**config.mk**
```make
export PLATFORM = sky130hd
export DESIGN_NAME = fir_filter_top
export DESIGN_NICKNAME = d
export VERILOG_FILES = /design/src/hdl/fir_pkg.sv /design/src/hdl/fir_ctrl.sv /design/src/hdl/fir_datapath.sv /design/src/hdl/fir_filter_top.sv
export SDC_FILE = /design/constraint.sdc
export NUM_CORES = 2
export LEC_CHECK = 0
export BUFFER_PORTS_ARGS = -buffer_cell sky130_fd_sc_hd__buf_2
export CORE_ASPECT_RATIO = 0.75
export CORE_MARGIN = 4
export CORE_UTILIZATION = 64
export DETAILED_ROUTE_END_ITERATION = 10
export HOLD_SLACK_MARGIN = 0.15
export PLACE_DENSITY = 0.83
export SYNTH_ARGS = -nofsm -noshare
export SYNTH_HDL_FRONTEND = slang
export SYNTH_HIERARCHICAL = 1
export SYNTH_SLANG_ARGS = --single-unit
```
**constraint.sdc**
```tcl
create_clock -name aclk -period 11.3 [get_ports aclk]
set_input_delay 1.13 -clock aclk [delete_from_list [all_inputs] [get_ports aclk]]
set_output_delay 1.13 -clock aclk [all_outputs]
set_load 0.05 [all_outputs]
```
**src/hdl/fir_pkg.sv**
```systemverilog
// Shared types and constants for the FIR filter block.
// Command/status structs between controller and datapath, register indexes.
// No dependencies.
package fir_pkg;

    localparam int COEF_W      = 16;   // Q1.15 coefficient width
    localparam int COEF_LANES  = 4;    // coefficients per configuration word
    localparam int CFG_DATA_W  = 64;   // widest configuration register
    localparam int CFG_IDX_W   = 3;    // register index width
    localparam int TAP_CNT_W   = 5;    // tap_count register width
    localparam int FRAC_SHIFT  = 15;   // Q4.27 -> Q3.12
    localparam int GUARD_BITS  = 4;    // headroom for up to 16 terms

    localparam logic [CFG_IDX_W-1:0] REG_TAP_COUNT = 3'd0;
    localparam logic [CFG_IDX_W-1:0] REG_COEF_A    = 3'd1;
    localparam logic [CFG_IDX_W-1:0] REG_COEF_B    = 3'd2;
    localparam logic [CFG_IDX_W-1:0] REG_COEF_C    = 3'd3;
    localparam logic [CFG_IDX_W-1:0] REG_COEF_D    = 3'd4;

    localparam logic [TAP_CNT_W-1:0] TAP_COUNT_RESET = 5'd1;

    // controller -> datapath
    typedef struct packed {
        logic start;     // input beat accepted: shift history, update count
        logic mac_step;  // multiply tap at current index, advance index
        logic acc_en;    // add the registered product into the accumulator
        logic load_out;  // load output register from accumulator
    } fir_cmd_t;

    // datapath -> controller
    typedef struct packed {
        logic warming;   // current item lacks history
        logic mac_last;  // current index is the last tap in use
        logic out_free;  // output register can take a new result
    } fir_status_t;

endpackage

```
**src/hdl/fir_ctrl.sv**
```systemverilog
// FIR filter sequencer: accept, setup, multiply-accumulate walk, drain, emit.
// Depends on fir_pkg for the command and status structs.
module fir_ctrl
    import fir_pkg::*;
(
    input  logic        aclk,
    input  logic        aresetn,
    input  logic        in_valid,
    output logic        in_ready,
    input  fir_status_t status,
    output fir_cmd_t    cmd
);

    typedef enum logic [2:0] {
        ST_IDLE,
        ST_PREP,
        ST_MAC,
        ST_DRAIN,
        ST_EMIT
    } state_t;

    state_t state_reg, state_next;
    logic   acc_en_reg, acc_en_next;

    always_comb begin
        state_next  = state_reg;
        acc_en_next = 1'b0;
        case (state_reg)
            ST_IDLE: begin
                if (in_valid) begin
                    state_next = ST_PREP;
                end
            end
            ST_PREP: begin
                state_next = status.warming ? ST_EMIT : ST_MAC;
            end
            ST_MAC: begin
                acc_en_next = 1'b1;
                if (status.mac_last) begin
                    state_next = ST_DRAIN;
                end
            end
            ST_DRAIN: begin
                state_next = ST_EMIT;
            end
            ST_EMIT: begin
                if (status.out_free) begin
                    state_next = ST_IDLE;
                end
            end
            default: begin
                state_next = ST_IDLE;
            end
        endcase
    end

    always_ff @(posedge aclk) begin
        if (!aresetn) begin
            state_reg  <= ST_IDLE;
            acc_en_reg <= 1'b0;
        end else begin
            state_reg  <= state_next;
            acc_en_reg <= acc_en_next;
        end
    end

    assign in_ready     = (state_reg == ST_IDLE);
    assign cmd.start    = in_ready && in_valid;
    assign cmd.mac_step = (state_reg == ST_MAC);
    assign cmd.acc_en   = acc_en_reg;   // high in the cycle after each product register load
    assign cmd.load_out = (state_reg == ST_EMIT) && status.out_free;

endmodule

```
**src/hdl/fir_datapath.sv**
```systemverilog
// FIR filter datapath: config registers, history line, MAC, round/saturate, output register.
// Depends on fir_pkg; driven by fir_ctrl commands.
module fir_datapath
    import fir_pkg::*;
#(
    parameter int MAX_TAPS    = 16,
    parameter int SAMPLE_BITS = 16
) (
    input  logic                          aclk,
    input  logic                          aresetn,
    input  logic                          cfg_wr_en,
    input  logic [CFG_IDX_W-1:0]          cfg_index,
    input  logic [CFG_DATA_W-1:0]         cfg_data,
    input  logic signed [SAMPLE_BITS-1:0] sample,
    input  logic                          first,
    input  fir_cmd_t                      cmd,
    output fir_status_t                   status,
    input  logic                          out_ready,
    output logic                          out_valid,
    output logic signed [SAMPLE_BITS-1:0] filtered,
    output logic                          warming,
    output logic                          clipped
);

    localparam int IDX_W  = (MAX_TAPS > 1) ? $clog2(MAX_TAPS) : 1;
    localparam int CNT_W  = $clog2(MAX_TAPS + 1);
    localparam int PROD_W = COEF_W + SAMPLE_BITS;
    localparam int ACC_W  = PROD_W + GUARD_BITS;
    localparam int COEF_ALL_W = 4 * CFG_DATA_W;

    localparam logic [TAP_CNT_W-1:0] MAX_TAPS_C = TAP_CNT_W'(MAX_TAPS);
    localparam logic [CNT_W-1:0]     SEEN_MAX   = CNT_W'(MAX_TAPS);
    localparam logic signed [ACC_W-1:0] ROUND_HALF = ACC_W'(1) <<< (FRAC_SHIFT - 1);
    localparam logic signed [ACC_W-1:0] SAT_HI =
        {{(ACC_W-SAMPLE_BITS+1){1'b0}}, {(SAMPLE_BITS-1){1'b1}}};
    localparam logic signed [ACC_W-1:0] SAT_LO = ~SAT_HI;

    // configuration
    logic [TAP_CNT_W-1:0]  tap_count_reg;
    logic [CFG_DATA_W-1:0] coef_a_reg, coef_b_reg, coef_c_reg, coef_d_reg;

    always_ff @(posedge aclk) begin
        if (!aresetn) begin
            tap_count_reg <= TAP_COUNT_RESET;
            coef_a_reg    <= '0;
            coef_b_reg    <= '0;
            coef_c_reg    <= '0;
            coef_d_reg    <= '0;
        end else if (cfg_wr_en) begin
            case (cfg_index)
                REG_TAP_COUNT: tap_count_reg <= cfg_data[TAP_CNT_W-1:0];
                REG_COEF_A:    coef_a_reg    <= cfg_data;
                REG_COEF_B:    coef_b_reg    <= cfg_data;
                REG_COEF_C:    coef_c_reg    <= cfg_data;
                REG_COEF_D:    coef_d_reg    <= cfg_data;
                default: ;
            endcase
        end
    end

    // tap count clamped to 1..MAX_TAPS
    logic [TAP_CNT_W-1:0] taps_eff;
    always_comb begin
        if (tap_count_reg == '0) begin
            taps_eff = TAP_CNT_W'(1);
        end else if (tap_count_reg > MAX_TAPS_C) begin
            taps_eff = MAX_TAPS_C;
        end else begin
            taps_eff = tap_count_reg;
        end
    end

    // block sample count, saturating
    logic [CNT_W-1:0] seen_reg, seen_base, seen_next;
    always_comb begin
        seen_base = first ? '0 : seen_reg;
        seen_next = (seen_base < SEEN_MAX) ? seen_base + CNT_W'(1) : seen_base;
    end

    logic             warming_reg;
    logic [IDX_W-1:0] taps_m1_reg;
    logic [IDX_W-1:0] idx_reg;

    always_ff @(posedge aclk) begin
        if (!aresetn) begin
            seen_reg <= '0;
        end else if (cmd.start) begin
            seen_reg <= seen_next;
        end
    end

    always_ff @(posedge aclk) begin
        if (cmd.start) begin
            warming_reg <= (TAP_CNT_W'(seen_next) < taps_eff);
            taps_m1_reg <= IDX_W'(taps_eff - TAP_CNT_W'(1));
            idx_reg     <= '0;
        end else if (cmd.mac_step) begin
            idx_reg     <= idx_reg + IDX_W'(1);
        end
    end

    // history line, newest in entry 0; no reset, reads stay within the block
    logic signed [SAMPLE_BITS-1:0] hist_reg [MAX_TAPS];
    always_ff @(posedge aclk) begin
        if (cmd.start) begin
            hist_reg[0] <= sample;
            for (int i = 1; i < MAX_TAPS; i++) begin
                hist_reg[i] <= hist_reg[i-1];
            end
        end
    end

    // multiply, registered, then accumulate
    logic [COEF_ALL_W-1:0]     coef_all;
    logic signed [COEF_W-1:0]  coef_sel;
    logic signed [PROD_W-1:0]  prod_next, prod_reg;
    logic signed [ACC_W-1:0]   acc_reg;

    assign coef_all  = {coef_d_reg, coef_c_reg, coef_b_reg, coef_a_reg};
    assign coef_sel  = $signed(coef_all[COEF_W*idx_reg +: COEF_W]);
    assign prod_next = coef_sel * hist_reg[idx_reg];

    always_ff @(posedge aclk) begin
        if (cmd.mac_step) begin
            prod_reg <= prod_next;
        end
        if (cmd.start) begin
            acc_reg <= '0;
        end else if (cmd.acc_en) begin
            acc_reg <= acc_reg + ACC_W'(prod_reg);
        end
    end

    // round half up and saturate
    logic signed [ACC_W-1:0] rnd;
    logic signed [ACC_W-1:0] sum_rnd;
    logic signed [SAMPLE_BITS-1:0] sat_val;
    logic sat_hit;

    always_comb begin
        sum_rnd = acc_reg + ROUND_HALF;
        rnd     = sum_rnd >>> FRAC_SHIFT;
        sat_hit = 1'b1;
        if (rnd > SAT_HI) begin
            sat_val = SAT_HI[SAMPLE_BITS-1:0];
        end else if (rnd < SAT_LO) begin
            sat_val = SAT_LO[SAMPLE_BITS-1:0];
        end else begin
            sat_val = rnd[SAMPLE_BITS-1:0];
            sat_hit = 1'b0;
        end
    end

    // output register
    logic                          out_valid_reg;
    logic signed [SAMPLE_BITS-1:0] filtered_reg;
    logic                          warm_out_reg, clip_out_reg;

    always_ff @(posedge aclk) begin
        if (!aresetn) begin
            out_valid_reg <= 1'b0;
        end else if (cmd.load_out) begin
            out_valid_reg <= 1'b1;
        end else if (out_ready) begin
            out_valid_reg <= 1'b0;
        end
    end

    always_ff @(posedge aclk) begin
        if (cmd.load_out) begin
            filtered_reg <= warming_reg ? '0 : sat_val;
            warm_out_reg <= warming_reg;
            clip_out_reg <= !warming_reg && sat_hit;
        end
    end

    assign status.warming  = warming_reg;
    assign status.mac_last = (idx_reg == taps_m1_reg);
    assign status.out_free = !out_valid_reg || out_ready;

    assign out_valid = out_valid_reg;
    assign filtered  = filtered_reg;
    assign warming   = warm_out_reg;
    assign clipped   = clip_out_reg;

endmodule

```
**src/hdl/fir_filter_top.sv**
```systemverilog
// FIR filter top level: stream ports, configuration port, controller and datapath.
// Depends on fir_pkg, fir_ctrl and fir_datapath.
//
// Usage:
//   Input stream (s_*): one sample per beat in s_tdata, s_tuser marks the first
//   sample of a new block. Output stream (m_*): one result beat per input beat.
//   Configuration: cfg_wr_en writes cfg_data into register cfg_index on a clock
//   edge (0 tap_count, 1..4 coefficient words). Write only while idle.
// Timing:
//   One shared multiplier walks the taps, one per cycle, behind a product
//   register. An item goes through accept, setup, one MAC step per tap in
//   use, drain and emit; a warming item goes from setup straight to emit.
//   The next beat is taken after the output register loads.
// Reset (aresetn low, synchronous): tap_count=1, coefficients zero, block
//   count zero, output empty. History is not cleared; warm-up covers it.
// Stall: a result holds in the output register while m_tready is low; the
//   next item is accepted and computed meanwhile but waits in the emit step
//   until the output register is free.
module fir_filter_top
    import fir_pkg::*;
#(
    parameter int MAX_TAPS    = 16,
    parameter int SAMPLE_BITS = 16
) (
    input  logic                  aclk,
    input  logic                  aresetn,
    // configuration write port
    input  logic                  cfg_wr_en,
    input  logic [CFG_IDX_W-1:0]  cfg_index,
    input  logic [CFG_DATA_W-1:0] cfg_data,
    // input stream
    input  logic                  s_tvalid,
    output logic                  s_tready,
    input  logic [((SAMPLE_BITS + 7) / 8) * 8 - 1:0] s_tdata, // [SAMPLE_BITS-1:0] sample
    input  logic                  s_tuser,   // [0] first
    // result stream
    output logic                  m_tvalid,
    input  logic                  m_tready,
    output logic [((SAMPLE_BITS + 7) / 8) * 8 - 1:0] m_tdata, // [SAMPLE_BITS-1:0] filtered
    output logic [1:0]            m_tuser    // [0] warming, [1] clipped
);

    localparam int DATA_W = ((SAMPLE_BITS + 7) / 8) * 8;

    fir_cmd_t    cmd;
    fir_status_t status;

    logic signed [SAMPLE_BITS-1:0] filtered;
    logic                          warming;
    logic                          clipped;

    fir_ctrl u_ctrl (
        .aclk     (aclk),
        .aresetn  (aresetn),
        .in_valid (s_tvalid),
        .in_ready (s_tready),
        .status   (status),
        .cmd      (cmd)
    );

    fir_datapath #(
        .MAX_TAPS    (MAX_TAPS),
        .SAMPLE_BITS (SAMPLE_BITS)
    ) u_datapath (
        .aclk      (aclk),
        .aresetn   (aresetn),
        .cfg_wr_en (cfg_wr_en),
        .cfg_index (cfg_index),
        .cfg_data  (cfg_data),
        .sample    ($signed(s_tdata[SAMPLE_BITS-1:0])),
        .first     (s_tuser),
        .cmd       (cmd),
        .status    (status),
        .out_ready (m_tready),
        .out_valid (m_tvalid),
        .filtered  (filtered),
        .warming   (warming),
        .clipped   (clipped)
    );

    // zero-pad the sample to whole bytes
    assign m_tdata = DATA_W'($unsigned(filtered));
    assign m_tuser = {clipped, warming};

    // one item at a time: no second beat right after an accept
    a_one_in_flight: assert property (@(posedge aclk) disable iff (!aresetn)
        (s_tvalid && s_tready) |=> !s_tready)
        else $error("input beat accepted while busy");

    // a warming result carries zero data and no clip flag
    a_warm_zero: assert property (@(posedge aclk) disable iff (!aresetn)
        (m_tvalid && m_tuser[0]) |-> (m_tdata == '0 && !m_tuser[1]))
        else $error("warming result not zero");

    // a new result is only loaded from the emit step, never while idle
    a_emit_busy: assert property (@(posedge aclk) disable iff (!aresetn)
        $rose(m_tvalid) |-> $past(!s_tready))
        else $error("result appeared without work in progress");

endmodule

```
==> out/qor.yml <==
synth_area_um2: 37100
overflow: 0
firstDrtPassIters: 6
coreArea_um2: 57300
crit_path_start: "u_datapath/idx_reg[0]$_SDFFE_PP0P_"
hold_buffers: 0
regToRegSetupSlack_ns: 2.42
drive_above_1_share: 0.128
cts_buffers: 58
power.leakage_nw: 15.7
ys_seq_area_frac: 0.422
power_frac_seq: 0.423
worstMarginPinSlew_ns: 1.08
dieArea_um2: 61900
fin_tns_setup_ns: 0
gp_congestion: 0.933
synth_edf_count: 311
grt_max_degree: 190
wirelength_um: 84700
rows: 76
syn-num-nets: 3869
cp-end-kind: "register"
rr_worst_depth: 25
slew_headroom: 0.279
slew_viol_final: 0
status: "finished clean"
grt_pass1_vias: 25000
worst_r2r_endpoint: "u_datapath/prod_reg[31]$_DFFE_PP_"
clk_pin_slew_ns: 0.07
clock_path_buffers: 3
clk_latency_ns: 0.65
ys_ff_latch: 626
cts.sinks: 626
netSwitchingPower_mw: 2.26
yosysWarnings: 6
grt_util_all_layers: 0.275
pin_count: 109
antenna_found_initial: 8
cp-start-kind: "register"
cp-endpoint: "u_datapath/prod_reg[31]$_DFFE_PP_"
drt_iter0_drc: 3022
multiInputGateArea_um2: 19500
layout_commonest_cell: "nand2_1"
synthToLayoutAreaGrowth_pct: 8.53
fmax_ghz: 0.113
syn_avg_cell_area_um2: 10.9
final.fill_count: 3887
vdd_drop_max_mv: 0.169
nNetsFinal: 3902
rsz0062_at_grt: "false"
place_hpwl_um: 56400
whs_ns: 0.447
root_buffer: "clkbuf_16"
reg2reg_from: "u_datapath/idx_reg[0]$_SDFFE_PP0P_"
path_max_fanout: 55
largest_reg_flops: 256
die_w_um: 286
netlist_instances: 3392
critPathRequiredTime_ns: 11.63
ctsResizeCount: 0
ant_nets: 0
period_needed_ns: 8.88
worst-setup-path-type: "register to register"
ys_types: 75
fin_crit_sh: 0.786
layout_common_cells: "nand2_1, inv_1, edfxtp_1"
die_y_um: 216
clkPwrFrac: 0.287
regArea_um2: 15700
hp-class: "register to register"
cts_tree: "done"
drc: 0
hold_violations: 0
setup_viol: 0
avgRoutedWirePerCell_um: 19.9
start_util: 0.647
clock_skew_ns: 0.0639
vias: 25400
power_density_nw_per_um2: 174
htreeDepth: 2
comb_power_share: 0.290
synthFlopType: "dfxtp_1"
io_buffers: 108
synthArstFlopShare: 0
vias_per_cell: 5.96
cp_data_arrival_time_ns: 9.21
p_int_mw: 4.75
swShare: 0.323
cap_violations: 0
post_cts_buffers: 0
grt_pass1_wl_um: 136000
[final cells by class]
| cell class | instances | share of cell area |
|---|---|---|
| timing repair buffer | 146 | 0.0210 |
| multi-input combinational | 2250 | 0.483 |
| antenna | 9 | 0.000560 |
| sequential | 626 | 0.389 |
| clock inverter | 25 | 0.00706 |
| inverter | 343 | 0.0320 |
| tap | 780 | 0.0243 |
| clock buffer | 84 | 0.0426 |
[per-stage QoR]
step | cells | power [mW] | setup WS [ns] | cell area [µm²] | util
2_1_floorplan | 3392 | 4.52 | 2.58 | 37100 | -
3_3_place_gp | 4145 | 4.92 | 2.55 | 38200 | 0.667
3_5_place_dp | 4145 | 5.00 | 2.50 | 38200 | 0.667
4_1_cts | 4254 | 7.03 | 2.44 | 40200 | 0.701
5_1_grt | 4262 | 7.41 | 1.94 | 40200 | 0.702
6_report | 4263 | 7.02 | 2.42 | 40200 | 0.702
[worst max-delay path, cell delays in order, from the launching register on]
cell and delay [ns]:
dfxtp_4 1.02, buf_4 0.43, mux4_2 0.54, mux2_2 0.29, o21ai_1 0.79, nor2_1 0.15
fa_1 0.52, inv_1 0.05, fa_1 0.38, fa_1 0.56, inv_1 0.06, fa_1 0.49
fa_1 0.49, inv_1 0.05, fa_1 0.47, inv_1 0.04, ha_1 0.33, a21o_1 0.20
a21oi_1 0.20, a2bb2oi_1 0.24, a31o_2 0.20, a21oi_1 0.09, a221o_1 0.38, a221o_1 0.32
a21oi_1 0.17, xnor2_1 0.08
[layer usage]
metal	GRT usage	wire [µm]	share of wire	vias up
li1	-	-	-	11500
met1	0.397	35800	0.42	12500
met2	0.419	38200	0.45	1222
met3	0.0687	8310	0.098	193
met4	0.0803	2410	0.028	0
met5	0	0	0	-
[logic make-up after synthesis]
family                   Yosys count  synth area share
buffers and inverters            516            0.0545
multiplexers                     217             0.106
XOR/XNOR                          83            0.0196
flip-flops                       626             0.422
AND/OR/NAND/NOR                 1053             0.118
AO/OA/AOI/OAI                    509            0.0957
adder cells (fa/ha/maj)          388             0.184
[how the worst min path moves through the flow]
stage,from,endpoint,depth (start not counted)
global route,u_datapath/hist_reg[14][0]$_DFFE_PP_,u_datapath/hist_reg[15][0]$_DFFE_PP_,0
floorplan,u_datapath/hist_reg[10][0]$_DFFE_PP_,u_datapath/hist_reg[11][0]$_DFFE_PP_,0
CTS,u_datapath/hist_reg[14][0]$_DFFE_PP_,u_datapath/hist_reg[15][0]$_DFFE_PP_,0
finish,u_datapath/hist_reg[8][12]$_DFFE_PP_,u_datapath/hist_reg[9][12]$_DFFE_PP_,0
detailed placement,u_datapath/hist_reg[14][0]$_DFFE_PP_,u_datapath/hist_reg[15][0]$_DFFE_PP_,0
global placement,u_datapath/hist_reg[6][13]$_DFFE_PP_,u_datapath/hist_reg[7][13]$_DFFE_PP_,0
[synth_stat cells (3+ instances only)]
cell      number  share of area
nand4b_1       4        0.00094
a221o_1        3        0.00081
ha_1         125          0.042
edfxtp_1     311           0.25
nor3_1        23         0.0031
nand2b_1      34         0.0057
a21o_1        36         0.0073
o21ai_1       14         0.0019
nor2_1       214          0.022
nand2_1      666          0.067
mux2_2        27         0.0082
o31ai_1        4        0.00081
buf_1         13         0.0013
a211oi_1      13         0.0026
nand4_1       10         0.0017
nor2b_1       22         0.0037
dfxtp_1      315           0.17
buf_2         27         0.0036
mux4_2       136          0.083
o21ai_2        3        0.00071
and2_1         9         0.0015
o211ai_1       3        0.00061
a21oi_1       56         0.0076
mux2i_1       52          0.014
inv_1        343          0.035
nor4_1         3        0.00051
fa_1         263           0.14
o21bai_1      11         0.0022
xor2_1        36         0.0085
nand3_1       24         0.0032
o21ai_0       60         0.0081
o21a_1        16         0.0032
buf_4          9         0.0018
or3_1          3        0.00051
a31oi_1        7         0.0012
and3_1        15         0.0025
a21boi_0     259          0.052
xnor2_1       47          0.011
clkbuf_1     121          0.012
or2_2          8         0.0013
[power by group through the flow]
| stage | combinational, mW | clock, mW | sequential, mW |
|---|---|---|---|
| floorplan | 1.58 | 0 | 2.94 |
| global placement | 1.94 | 0 | 2.98 |
| detailed placement | 2.00 | 0 | 3.00 |
| CTS | 2.02 | 2.04 | 2.97 |
| global route | 2.27 | 2.14 | 3.00 |
| finish | 2.04 | 2.01 | 2.97 |
No activity file was read; power rests on OpenSTA's default activity.
